<file path="config.mk">
export PLATFORM = sky130hd
export DESIGN_NAME = rv32i_instruction_decoder
export DESIGN_NICKNAME = d
export VERILOG_FILES = /design/src/rtl/rvd_pkg.sv /design/src/rtl/rv32i_instruction_decoder.sv
export SDC_FILE = /design/constraint.sdc
export NUM_CORES = 1
export LEC_CHECK = 0
export ABC_AREA = 1
export BUFFER_PORTS_ARGS = -buffer_cell sky130_fd_sc_hd__buf_2
export CAP_MARGIN = 20
export CORE_ASPECT_RATIO = 2
export CORE_MARGIN = 2
export CORE_UTILIZATION = 36
export DETAILED_ROUTE_END_ITERATION = 12
export PLACE_DENSITY = 0.6
export SYNTH_ARGS = -nofsm -noshare
export SYNTH_HDL_FRONTEND = slang
export SYNTH_SLANG_ARGS = --single-unit
</file>
<file path="constraint.sdc">
create_clock -name clk -period 4.1 [get_ports clk]
set_clock_uncertainty 0.1 [all_clocks]
set_input_delay 0.41 -clock clk [delete_from_list [all_inputs] [get_ports clk]]
set_output_delay 0.41 -clock clk [all_outputs]
set_load 0.01 [all_outputs]
</file>
<file path="src/rtl/rvd_pkg.sv">
// Shared definitions for the RV32I instruction decoder.
// Holds opcodes, funct fields, mnemonic codes and the funct3 lookup tables.
// No dependencies.
package rvd_pkg;

  typedef logic [5:0] mnem_t;
  typedef logic [6:0] opcode_t;
  typedef logic [2:0] funct3_t;
  typedef logic [6:0] funct7_t;

  localparam int unsigned XLEN = 32;

  localparam opcode_t OP_LUI    = 7'h37;
  localparam opcode_t OP_AUIPC  = 7'h17;
  localparam opcode_t OP_JAL    = 7'h6f;
  localparam opcode_t OP_JALR   = 7'h67;
  localparam opcode_t OP_BRANCH = 7'h63;
  localparam opcode_t OP_LOAD   = 7'h03;
  localparam opcode_t OP_STORE  = 7'h23;
  localparam opcode_t OP_ALUI   = 7'h13;
  localparam opcode_t OP_ALUR   = 7'h33;
  localparam opcode_t OP_SYSTEM = 7'h73;

  localparam logic [XLEN-1:0] WORD_ECALL  = 32'h0000_0073;
  localparam logic [XLEN-1:0] WORD_EBREAK = 32'h0010_0073;

  localparam funct3_t F3_ADD_SUB = 3'd0;
  localparam funct3_t F3_SLL     = 3'd1;
  localparam funct3_t F3_SRL_SRA = 3'd5;

  localparam funct7_t F7_BASE = 7'h00;
  localparam funct7_t F7_ALT  = 7'h20;

  localparam mnem_t MN_ILLEGAL = 6'd0;
  localparam mnem_t MN_ECALL   = 6'd1;
  localparam mnem_t MN_EBREAK  = 6'd2;
  localparam mnem_t MN_LUI     = 6'd3;
  localparam mnem_t MN_AUIPC   = 6'd4;
  localparam mnem_t MN_JAL     = 6'd5;
  localparam mnem_t MN_JALR    = 6'd6;
  localparam mnem_t MN_BEQ     = 6'd7;
  localparam mnem_t MN_BNE     = 6'd8;
  localparam mnem_t MN_BLT     = 6'd9;
  localparam mnem_t MN_BGE     = 6'd10;
  localparam mnem_t MN_BLTU    = 6'd11;
  localparam mnem_t MN_BGEU    = 6'd12;
  localparam mnem_t MN_LB      = 6'd13;
  localparam mnem_t MN_LH      = 6'd14;
  localparam mnem_t MN_LW      = 6'd15;
  localparam mnem_t MN_LBU     = 6'd16;
  localparam mnem_t MN_LHU     = 6'd17;
  localparam mnem_t MN_SB      = 6'd18;
  localparam mnem_t MN_SH      = 6'd19;
  localparam mnem_t MN_SW      = 6'd20;
  localparam mnem_t MN_ADDI    = 6'd21;
  localparam mnem_t MN_SLTI    = 6'd22;
  localparam mnem_t MN_SLTIU   = 6'd23;
  localparam mnem_t MN_XORI    = 6'd24;
  localparam mnem_t MN_ORI     = 6'd25;
  localparam mnem_t MN_ANDI    = 6'd26;
  localparam mnem_t MN_SLLI    = 6'd27;
  localparam mnem_t MN_SRLI    = 6'd28;
  localparam mnem_t MN_SRAI    = 6'd29;
  localparam mnem_t MN_ADD     = 6'd30;
  localparam mnem_t MN_SUB     = 6'd31;
  localparam mnem_t MN_SLL     = 6'd32;
  localparam mnem_t MN_SLT     = 6'd33;
  localparam mnem_t MN_SLTU    = 6'd34;
  localparam mnem_t MN_XOR     = 6'd35;
  localparam mnem_t MN_SRL     = 6'd36;
  localparam mnem_t MN_SRA     = 6'd37;
  localparam mnem_t MN_OR      = 6'd38;
  localparam mnem_t MN_AND     = 6'd39;
  localparam mnem_t MN_CSRRW   = 6'd40;
  localparam mnem_t MN_CSRRS   = 6'd41;
  localparam mnem_t MN_CSRRC   = 6'd42;
  localparam mnem_t MN_CSRRWI  = 6'd43;
  localparam mnem_t MN_CSRRSI  = 6'd44;
  localparam mnem_t MN_CSRRCI  = 6'd45;

  // funct3 lookup, index 0 first
  localparam mnem_t BR_CODE [8] = '{MN_BEQ, MN_BNE, MN_ILLEGAL, MN_ILLEGAL,
                                    MN_BLT, MN_BGE, MN_BLTU, MN_BGEU};
  localparam mnem_t LD_CODE [8] = '{MN_LB, MN_LH, MN_LW, MN_ILLEGAL,
                                    MN_LBU, MN_LHU, MN_ILLEGAL, MN_ILLEGAL};
  localparam mnem_t ST_CODE [8] = '{MN_SB, MN_SH, MN_SW, MN_ILLEGAL,
                                    MN_ILLEGAL, MN_ILLEGAL, MN_ILLEGAL, MN_ILLEGAL};
  localparam mnem_t AI_CODE [8] = '{MN_ADDI, MN_SLLI, MN_SLTI, MN_SLTIU,
                                    MN_XORI, MN_ILLEGAL, MN_ORI, MN_ANDI};
  localparam mnem_t AR_CODE [8] = '{MN_ADD, MN_SLL, MN_SLT, MN_SLTU,
                                    MN_XOR, MN_SRL, MN_OR, MN_AND};
  localparam mnem_t CS_CODE [8] = '{MN_ILLEGAL, MN_CSRRW, MN_CSRRS, MN_CSRRC,
                                    MN_ILLEGAL, MN_CSRRWI, MN_CSRRSI, MN_CSRRCI};

endpackage

</file>
<file path="src/rtl/rv32i_instruction_decoder.sv">
// RV32I instruction decoder, top level.
// Register stage, decode logic and result register; uses rvd_pkg.
//
// Usage:
//   Input channel: drive in_instruction_word and in_instruction_address with
//   start high; the request is taken at a rising edge where start is high and
//   busy is low. busy is high only while rst_n is low, so one request can be
//   taken in every cycle.
//   Result channel: out_valid is high for exactly one cycle per request, with
//   the mnemonic code, illegal flag, register fields, immediate, branch or jump
//   target and CSR number on the out_ ports for that cycle.
//   Path: the input register holds the accepted request, then the decode
//   logic feeds the result register that drives the out_ ports.
//   Throughput: one request per cycle; between the two registers the work is an
//   opcode, funct3 and funct7 decode with table lookups and one 32-bit address add.
//   Reset: synchronous, active low; clears both valid flags, so no result is
//   shown for requests in flight. The receiver cannot stall: results appear
//   in the order taken and are never held.
module rv32i_instruction_decoder (
  input  logic                           clk,
  input  logic                           rst_n,
  input  logic                           start,
  output logic                           busy,
  input  logic [31:0]                    in_instruction_word,
  input  logic [31:0]                    in_instruction_address,
  output logic                           out_valid,
  output logic [5:0]                     out_mnemonic_code,
  output logic                           out_illegal_flag,
  output logic [4:0]                     out_dest_reg,
  output logic [4:0]                     out_src1_reg,
  output logic [4:0]                     out_src2_reg,
  output logic signed [31:0]             out_immediate_value,
  output logic [31:0]                    out_target_address,
  output logic [11:0]                    out_csr_number
);

  logic              in_vld_r;
  logic [31:0]       word_r;
  logic [31:0]       addr_r;

  logic              res_vld_r;
  rvd_pkg::mnem_t    code_r;
  logic              illegal_r;
  logic [4:0]        rd_r;
  logic [4:0]        rs1_r;
  logic [4:0]        rs2_r;
  logic [31:0]       imm_r;
  logic [31:0]       tgt_r;
  logic [11:0]       csr_r;

  rvd_pkg::mnem_t    code_nxt;
  logic [4:0]        rd_nxt;
  logic [4:0]        rs1_nxt;
  logic [4:0]        rs2_nxt;
  logic [31:0]       imm_nxt;
  logic [31:0]       tgt_nxt;
  logic [11:0]       csr_nxt;

  logic              use_rd;
  logic              use_rs1;
  logic              use_rs2;
  logic              use_tgt;
  logic              use_csr;
  rvd_pkg::funct3_t  f3;
  rvd_pkg::funct7_t  f7;
  logic [31:0]       imm_i;
  logic [31:0]       imm_s;
  logic [31:0]       imm_b;
  logic [31:0]       imm_j;
  logic [31:0]       imm_u;
  logic [31:0]       shamt;
  logic              accept;

  assign busy   = ~rst_n;
  assign accept = start & ~busy;

  always_ff @(posedge clk) begin
    if (!rst_n) begin
      in_vld_r <= 1'b0;
    end else begin
      in_vld_r <= accept;
    end
  end

  always_ff @(posedge clk) begin
    if (accept) begin
      word_r <= in_instruction_word;
      addr_r <= in_instruction_address;
    end
  end

  assign f3 = word_r[14:12];
  assign f7 = word_r[31:25];

  assign imm_i = {{20{word_r[31]}}, word_r[31:20]};
  assign imm_s = {{20{word_r[31]}}, word_r[31:25], word_r[11:7]};
  assign imm_b = {{19{word_r[31]}}, word_r[31], word_r[7], word_r[30:25],
                  word_r[11:8], 1'b0};
  assign imm_j = {{11{word_r[31]}}, word_r[31], word_r[19:12], word_r[20],
                  word_r[30:21], 1'b0};
  assign imm_u = {word_r[31:12], 12'h000};
  assign shamt = {27'd0, word_r[24:20]};

  always_comb begin
    code_nxt = rvd_pkg::MN_ILLEGAL;
    use_rd   = 1'b0;
    use_rs1  = 1'b0;
    use_rs2  = 1'b0;
    use_tgt  = 1'b0;
    use_csr  = 1'b0;
    imm_nxt  = 32'd0;
    if (word_r == rvd_pkg::WORD_ECALL) begin
      code_nxt = rvd_pkg::MN_ECALL;
    end else if (word_r == rvd_pkg::WORD_EBREAK) begin
      code_nxt = rvd_pkg::MN_EBREAK;
    end else begin
      case (word_r[6:0])
        rvd_pkg::OP_LUI: begin
          code_nxt = rvd_pkg::MN_LUI;
          use_rd   = 1'b1;
          imm_nxt  = imm_u;
        end
        rvd_pkg::OP_AUIPC: begin
          code_nxt = rvd_pkg::MN_AUIPC;
          use_rd   = 1'b1;
          imm_nxt  = imm_u;
        end
        rvd_pkg::OP_JAL: begin
          code_nxt = rvd_pkg::MN_JAL;
          use_rd   = 1'b1;
          use_tgt  = 1'b1;
          imm_nxt  = imm_j;
        end
        rvd_pkg::OP_JALR: begin
          code_nxt = rvd_pkg::MN_JALR;
          use_rd   = 1'b1;
          use_rs1  = 1'b1;
          imm_nxt  = imm_i;
        end
        rvd_pkg::OP_BRANCH: begin
          code_nxt = rvd_pkg::BR_CODE[f3];
          if (code_nxt != rvd_pkg::MN_ILLEGAL) begin
            use_rs1 = 1'b1;
            use_rs2 = 1'b1;
            use_tgt = 1'b1;
            imm_nxt = imm_b;
          end
        end
        rvd_pkg::OP_LOAD: begin
          code_nxt = rvd_pkg::LD_CODE[f3];
          if (code_nxt != rvd_pkg::MN_ILLEGAL) begin
            use_rd  = 1'b1;
            use_rs1 = 1'b1;
            imm_nxt = imm_i;
          end
        end
        rvd_pkg::OP_STORE: begin
          code_nxt = rvd_pkg::ST_CODE[f3];
          if (code_nxt != rvd_pkg::MN_ILLEGAL) begin
            use_rs1 = 1'b1;
            use_rs2 = 1'b1;
            imm_nxt = imm_s;
          end
        end
        rvd_pkg::OP_ALUI: begin
          code_nxt = rvd_pkg::AI_CODE[f3];
          if (f3 == rvd_pkg::F3_SRL_SRA) begin
            code_nxt = (f7 == rvd_pkg::F7_BASE) ? rvd_pkg::MN_SRLI :
                       (f7 == rvd_pkg::F7_ALT)  ? rvd_pkg::MN_SRAI :
                                                  rvd_pkg::MN_ILLEGAL;
          end
          if (code_nxt != rvd_pkg::MN_ILLEGAL) begin
            use_rd  = 1'b1;
            use_rs1 = 1'b1;
            imm_nxt = (f3 == rvd_pkg::F3_SLL || f3 == rvd_pkg::F3_SRL_SRA) ? shamt : imm_i;
          end
        end
        rvd_pkg::OP_ALUR: begin
          code_nxt = rvd_pkg::AR_CODE[f3];
          if (f3 == rvd_pkg::F3_ADD_SUB) begin
            code_nxt = (f7 == rvd_pkg::F7_BASE) ? rvd_pkg::MN_ADD :
                       (f7 == rvd_pkg::F7_ALT)  ? rvd_pkg::MN_SUB :
                                                  rvd_pkg::MN_ILLEGAL;
          end
          if (f3 == rvd_pkg::F3_SRL_SRA) begin
            code_nxt = (f7 == rvd_pkg::F7_BASE) ? rvd_pkg::MN_SRL :
                       (f7 == rvd_pkg::F7_ALT)  ? rvd_pkg::MN_SRA :
                                                  rvd_pkg::MN_ILLEGAL;
          end
          if (code_nxt != rvd_pkg::MN_ILLEGAL) begin
            use_rd  = 1'b1;
            use_rs1 = 1'b1;
            use_rs2 = 1'b1;
          end
        end
        rvd_pkg::OP_SYSTEM: begin
          code_nxt = rvd_pkg::CS_CODE[f3];
          if (code_nxt != rvd_pkg::MN_ILLEGAL) begin
            use_rd  = 1'b1;
            use_rs1 = 1'b1;
            use_csr = 1'b1;
          end
        end
        default: begin
          code_nxt = rvd_pkg::MN_ILLEGAL;
        end
      endcase
    end
  end

  assign rd_nxt  = use_rd  ? word_r[11:7]  : 5'd0;
  assign rs1_nxt = use_rs1 ? word_r[19:15] : 5'd0;
  assign rs2_nxt = use_rs2 ? word_r[24:20] : 5'd0;
  assign tgt_nxt = use_tgt ? addr_r + imm_nxt : 32'd0;
  assign csr_nxt = use_csr ? word_r[31:20] : 12'd0;

  always_ff @(posedge clk) begin
    if (!rst_n) begin
      res_vld_r <= 1'b0;
    end else begin
      res_vld_r <= in_vld_r;
    end
  end

  always_ff @(posedge clk) begin
    if (in_vld_r) begin
      code_r    <= code_nxt;
      illegal_r <= (code_nxt == rvd_pkg::MN_ILLEGAL);
      rd_r      <= rd_nxt;
      rs1_r     <= rs1_nxt;
      rs2_r     <= rs2_nxt;
      imm_r     <= imm_nxt;
      tgt_r     <= tgt_nxt;
      csr_r     <= csr_nxt;
    end
  end

  assign out_valid           = res_vld_r;
  assign out_mnemonic_code   = code_r;
  assign out_illegal_flag    = illegal_r;
  assign out_dest_reg        = rd_r;
  assign out_src1_reg        = rs1_r;
  assign out_src2_reg        = rs2_r;
  assign out_immediate_value = $signed(imm_r);
  assign out_target_address  = tgt_r;
  assign out_csr_number      = csr_r;

endmodule

</file>
== Word-level counts from Yosys, hierarchy flattened ==
Memories as Yosys holds them, arrays and structs flattened.
Cells that the tools add are included.

* Flip-flop bits (word level): 164
* Bits in latches: 0
* Bits in writable memories: 0
* ROM bits: 288
* Input bits: 67
* Output and inout bits: 100
* Memories kept: 6

* Add/sub/neg operators: 1
* Multipliers: 0
* Divide/modulo/power cells: 0
* $lt $le $gt $ge: 1
* Equality and inequality tests: 15
* Shifts and indexed selects: 0
* Muxes and demuxes: 59
* Bitwise operators: 3
* Reduce and logical (&&, ||, !) cells: 12

{| class="wikitable"
|+ Memories
! memory !! words !! width !! read ports !! clocked after memory_dff !! write ports !! line !! RTL
|-
| (no name shown) || 8 || 6 || 1 || 0 || 0 || rv32i_instruction_decoder.sv:197 || <nowiki>code_nxt = rvd_pkg::CS_CODE[f3];</nowiki>
|-
| (no name shown) || 8 || 6 || 1 || 0 || 0 || rv32i_instruction_decoder.sv:179 || <nowiki>code_nxt = rvd_pkg::AR_CODE[f3];</nowiki>
|-
| (no name shown) || 8 || 6 || 1 || 0 || 0 || rv32i_instruction_decoder.sv:166 || <nowiki>code_nxt = rvd_pkg::AI_CODE[f3];</nowiki>
|-
| (no name shown) || 8 || 6 || 1 || 0 || 0 || rv32i_instruction_decoder.sv:158 || <nowiki>code_nxt = rvd_pkg::ST_CODE[f3];</nowiki>
|-
| (no name shown) || 8 || 6 || 1 || 0 || 0 || rv32i_instruction_decoder.sv:150 || <nowiki>code_nxt = rvd_pkg::LD_CODE[f3];</nowiki>
|-
| (no name shown) || 8 || 6 || 1 || 0 || 0 || rv32i_instruction_decoder.sv:141 || <nowiki>code_nxt = rvd_pkg::BR_CODE[f3];</nowiki>
|}

{| class="wikitable"
|+ Operators with widths
! kind !! number
|-
| $mux 32 || 7
|-
| $pmux 32 s7 || 1
|-
| $mux 6 || 25
|-
| $pmux 6 s10 || 1
|-
| $reduce_bool 6->1 || 6
|-
| $add 32x32->32 || 1
|-
| $eq 32x21->1 const B || 1
|-
| $eq 32x7->1 const B || 1
|-
| $eq 7x6->1 const B || 4
|-
| $eq 7x7->1 const B || 4
|-
| $mux 5 || 4
|-
| $mux 1 || 17
|-
| $eq 7x5->1 const B || 2
|-
| $eq 7x2->1 const B || 1
|-
| $logic_not 7->1 || 1
|-
| $pmux 1 s7 || 1
|-
| $logic_not 6->1 || 1
|-
| $pmux 1 s5 || 1
|-
| $ge 4x4->1 const B || 1
|-
| $not 3->4 || 1
|-
| $reduce_or 4->1 || 1
|-
| $eq 3x1->1 const B || 1
|-
| $eq 3x3->1 const B || 1
|-
| $logic_not 3->1 || 1
|-
| other kinds (6) || 6
|}

== Logic depth before layout (Yosys ltp) ==
* Depth in word-level cells: 14
* Gate-level depth with buffers: 28
* Gate-level depth less buffers: 28

== Worst setup path before layout ==
No wires, ideal clock.

* Path type: reg-to-reg
* Start: register word_r[13]
* End: register tgt_r[27] (netlist: out_target_address[27]) (data pin)
* Arrival time: 3373 ps
* Required time: 3745 ps
* Path slack: 373 ps
* Stages on the path, launching flop included: 26
* Period minus slack after synthesis: 3727 ps
* Cells stage by stage: edfxtp_1 > inv_1 > ha_1 > inv_1 > nor2_2 > inv_1 > nand3_1 > nand3_1 > nand2_1 > nand2_1 > nand2_1 > nand3_2 > nor2_1 > nor2_1 > ha_1 > nand2_1 > inv_1 > nand2_1 > nand2_1 > a21oi_1 > o21ai_0 > nand3_1 > nand2_1 > nand3_1 > a21oi_1 > nor2_1

* Cells in the longest elaborated chain, start to end: 14

{| class="wikitable"
|+ Ends and longest elaborated chain
! element !! line !! RTL
|-
| start, declared || rv32i_instruction_decoder.sv:38 || <nowiki>logic [31:0] word_r;</nowiki>
|-
| start signal, assigned || rv32i_instruction_decoder.sv:87 || <nowiki>word_r <= in_instruction_word;</nowiki>
|-
| $not 3->4 (implied by the code) || - ||
|-
| $mem_v2 8x6 || - ||
|-
| $mux 6 (implied by the code) (2 in a row) || rv32i_instruction_decoder.sv:166 ||
|-
| $mux 6 || rv32i_instruction_decoder.sv:167 || <nowiki>if (f3 == rvd_pkg::F3_SRL_SRA) begin</nowiki>
|-
| $mux 6 || rv32i_instruction_decoder.sv:117 || <nowiki>case (word_r[6:0])</nowiki>
|-
| $mux 6 || rv32i_instruction_decoder.sv:114 || <nowiki>end else if (word_r == rvd_pkg::WORD_EBREAK) begin</nowiki>
|-
| $mux 6 || rv32i_instruction_decoder.sv:112 || <nowiki>if (word_r == rvd_pkg::WORD_ECALL) begin</nowiki>
|-
| $reduce_bool 6->1 || rv32i_instruction_decoder.sv:172 || <nowiki>if (code_nxt != rvd_pkg::MN_ILLEGAL) begin</nowiki>
|-
| $mux 32 || rv32i_instruction_decoder.sv:172 ||
|-
| $pmux 32 s7 || rv32i_instruction_decoder.sv:117 ||
|-
| $mux 32 || rv32i_instruction_decoder.sv:114 ||
|-
| $mux 32 * || rv32i_instruction_decoder.sv:112 ||
|-
| net imm_nxt[6] || rv32i_instruction_decoder.sv:55 || <nowiki>logic [31:0] imm_nxt;</nowiki>
|-
| $add 32x32->32 * || rv32i_instruction_decoder.sv:214 || <nowiki>assign tgt_nxt = use_tgt ? addr_r + imm_nxt : 32'd0;</nowiki>
|-
| end signal, assigned || rv32i_instruction_decoder.sv:233 || <nowiki>tgt_r <= tgt_nxt;</nowiki>
|-
| end, declared || rv32i_instruction_decoder.sv:48 || <nowiki>logic [31:0] tgt_r;</nowiki>
|}

Mark *: on every way through the listed nets, which the timed path passes. The rest lies on a longest branch. The select of a mux whose other input is x is not followed.
A chain may end at the register's enable or synchronous reset.

== Worst setup path in the final report ==
* Start: register word_r[13]
* End: register tgt_r[24] (netlist: out_target_address[24]) (data pin)

Same word-level chain as after synthesis.

==> qor.log <==
INFO  floorplan      pin_count=167
INFO  clocking       total_clock_sinks=164
INFO  yosys          async_set_reset_flop_share_out_of_synthesis=0%
INFO  floorplan      core=23200um^2
INFO  clocking       cts_root_buffer=sky130_fd_sc_hd__clkbuf_16
INFO  job            max-cap-violations=0
INFO  yosys          yosysWarnings=0
INFO  route          wl_per_cell=20.4um
INFO  yosys          post_synthesis_cell_area=8500um^2
INFO  cells_and_area filler_cell_count=2130
INFO  worst_setup_path cp_max_delay_cell=sky130_fd_sc_hd__edfxtp_1
INFO  route          count_of_unresolved_drc_violations_after_routing=0
INFO  timing         period_needed=3910ps
INFO  cells_and_area layoutNonFillerInstCount=1520
INFO  global_route   first_global_vias=8023
INFO  timing         final_report_max_slew_violation_count=0
INFO  placed_design  port-buffer-count=166
INFO  timing         period_share=95.5%
INFO  placed_design  dp_wirelength=25100um
INFO  yosys          postSynthNetCount=964
INFO  route          vias_per_cell=5.05
INFO  cells_and_area finish.net_count=1330
INFO  route          final_antenna_net_count=0
INFO  worst_setup_path timing_worst_setup_path_type=reg -> reg
INFO  timing         worstMarginPinSlew=834ps
INFO  route          totalWireLength=31100um
INFO  clocking       clock_latency=460ps
INFO  yosys          synthFlopType=sky130_fd_sc_hd__edfxtp_1
INFO  global_route   gr-usage-all-layers=24.7%
INFO  floorplan      fp.dieH=221um
INFO  global_route   grt_pass1_wl=44300um
INFO  cells_and_area drive_above_1_share=39.1%
INFO  worst_setup_path cp.arrival=4020ps
INFO  timing         hold_violations=0
INFO  timing         hold_slack=24.1ps
INFO  power          total_leakage_power=5.23nW
INFO  cells_and_area multi_input_gate_area=3420um^2
INFO  cells_and_area n_antenna_cell=0
INFO  yosys          synth_compound_area_share=11.1%
INFO  global_route   antenna_found_initial=0
INFO  worst_setup_path crit_required=4210ps
INFO  global_route   grt_overflow=0
INFO  timing         setup_violations=0
INFO  clocking       cts_max_path_buffers=2
INFO  worst_setup_path cp_top_family=simple AND/OR/NAND/NOR gates
INFO  yosys          synthXorXnorAreaFrac=0.206%
INFO  cells_and_area final-seq-area=4910um^2
INFO  placed_design  pre_cts_ws=-127ps
INFO  clocking       tritoncts=done
INFO  global_route   grt_max_degree=83
INFO  yosys          combinational_family_with_the_most_area_after_synthesis=simple AND/OR/NAND/NOR gates
INFO  route          iter_0_drt_violations=423
INFO  worst_setup_path endpoint_kind=register
INFO  status         run_status=completed
INFO  power          worst_ir_drop_vdd=0.373mV
INFO  yosys          synth.area.mux_share=0%
INFO  power          power-per-cell-area=360nW/um^2
INFO  cells_and_area syn_to_final_growth=41.3%
INFO  floorplan      start_util=36.6%
INFO  clocking       clock_tree.htree_level_count=4
INFO  route          drt_first_pass_iters=5
INFO  yosys          synthMostInstantiatedCell=sky130_fd_sc_hd__edfxtp_1
INFO  placed_design  place_inst=1469
INFO  min_path       path_category_of_the_worst_min_delay_check=in -> reg
INFO  timing         postLayoutSetupSlackWorst=186ps
INFO  clocking       cts.reportedPaths.clkPinSlew=70ps
INFO  yosys          synthesis_stage_register_bit_count=164
INFO  placed_design  gp_congestion=0.965
INFO  yosys          synth_common_cells=sky130_fd_sc_hd__edfxtp_1, sky130_fd_sc_hd__nand2_1, sky130_fd_sc_hd__nor2_1, sky130_fd_sc_hd__inv_1, sky130_fd_sc_hd__a21oi_1
INFO  floorplan      design.die.area=24900um^2
INFO  timing         fmax=255MHz
INFO  yosys          post_synth.cell_area_avg=9.90um^2
INFO  worst_setup_path critical_path.startpoint_type=register
INFO  floorplan      num_rows=79
INFO  yosys          ys_top_cells_by_area=sky130_fd_sc_hd__edfxtp_1, sky130_fd_sc_hd__nand2_1, sky130_fd_sc_hd__ha_1
INFO  yosys          area_fraction_in_and_or_nand_and_nor_cells_after_synthesis=19.6%
INFO  worst_setup_path cp.buffers_inverters=8
INFO  yosys          yosysTopAreaCell=sky130_fd_sc_hd__edfxtp_1
INFO  clocking       number_of_clock_buffers_inserted_by_tritoncts=17
INFO  yosys          fraction_of_the_mapped_netlist_area_in_adder_cells=5.83%
INFO  yosys          synth_edf_count=162
INFO  worst_setup_path worstPathMaxFanout=8
INFO  timing         fin_tns_setup=0ps
INFO  worst_setup_path timing.critical_path.slowest_cell_delay=400ps
INFO  yosys          post_synthesis_instance_total=858
INFO  timing         timing.slew.headroom=43.9%
INFO  yosys          yosysTopAreaCellShare=57.3%
INFO  yosys          synth_seq_area_share=57.7%
INFO  floorplan      die_x=113um
INFO  yosys          synthDistinctLibCells=49
INFO  route          via_count=7678
==> layout by cell type (no fill, tap or decap), types with 32 or more instances in the layout <==
cell type / Yosys / layout
sky130_fd_sc_hd__a21oi_1: 73 / 51
sky130_fd_sc_hd__edfxtp_1: 162 / 162
sky130_fd_sc_hd__nand3_1: 48 / 45
sky130_fd_sc_hd__nor2_1: 110 / 95
sky130_fd_sc_hd__buf_4: 4 / 183
sky130_fd_sc_hd__ha_1: 38 / 32
sky130_fd_sc_hd__inv_1: 103 / 97
sky130_fd_sc_hd__nand2_1: 145 / 138
sky130_fd_sc_hd__o21ai_0: 63 / 43
sky130_fd_sc_hd__buf_2: 3 / 166
==> where the power goes <==
| group | switching, mW | total [mW] | internal (mW) |
|---|---|---|---|
| logic | 0.357 | 0.610 | 0.254 |
| registers | 0.0557 | 2.01 | 1.95 |
| clock network | 0.731 | 1.70 | 0.972 |
| total | 1.14 | 4.32 | 3.18 |
==> through the flow <==
stage	cell area (um^2)	total power [mW]	utilization [%]
2_1_floorplan	8500	2.27	-
3_3_place_gp	10900	2.60	47.0
3_5_place_dp	10900	2.60	47.0
4_1_cts	11600	4.31	50.1
5_1_grt	12000	4.46	51.7
6_report	12000	4.32	51.7
==> routing by layer <==
| metal | wire (um) | up-vias | track usage, % | share of wire (%) |
|---|---|---|---|---|
| met1 | 9000 | 3611 | 19.6 | 29 |
| met2 | 18500 | 227 | 49.6 | 59 |
| met5 | 0 | - | 0 | 0 |
| met3 | 919 | 120 | 4.27 | 3.0 |
| met4 | 2670 | 0 | 19.7 | 8.6 |
| li1 | - | 3720 | - | - |
==> timing repair <==
item                                    4_1_cts  5_1_grt
hold buffers                                  5        0
endpoints found under the hold margin         5        0
setup buffers                                 4        9
gates resized for setup                       6       91
pin swaps                                     3       22
endpoints found under the setup margin        3       24
==> cell type report <==
cell class	count	area share, %
timing repair buffer	356	19.1
clock inverter	15	1.64
tap	283	2.95
multi-input combinational	576	28.5
inverter	109	3.44
clock buffer	17	3.54
sequential	164	40.9
==> kinds of logic after synthesis <==
logic type | count (synthesis)
adders and majority gates | 39
buffers and inverters | 118
AOI/OAI and AO/OA | 170
DFF | 164
and+or+nand+nor | 365
xor gates and xnor gates | 2
==> worst paths after layout <==
kind / slack, ps / from / endpoint / depth (start not counted)
min: 20 / in_instruction_word[12] / word_r[12] / 1
min reg2reg: 480 / in_vld_r / out_valid / 2
max: 190 / word_r[13] / out_target_address[24] / 25
max reg2reg: 190 / word_r[13] / out_target_address[24] / 25
No activity file was read; power rests on OpenSTA's default activity.
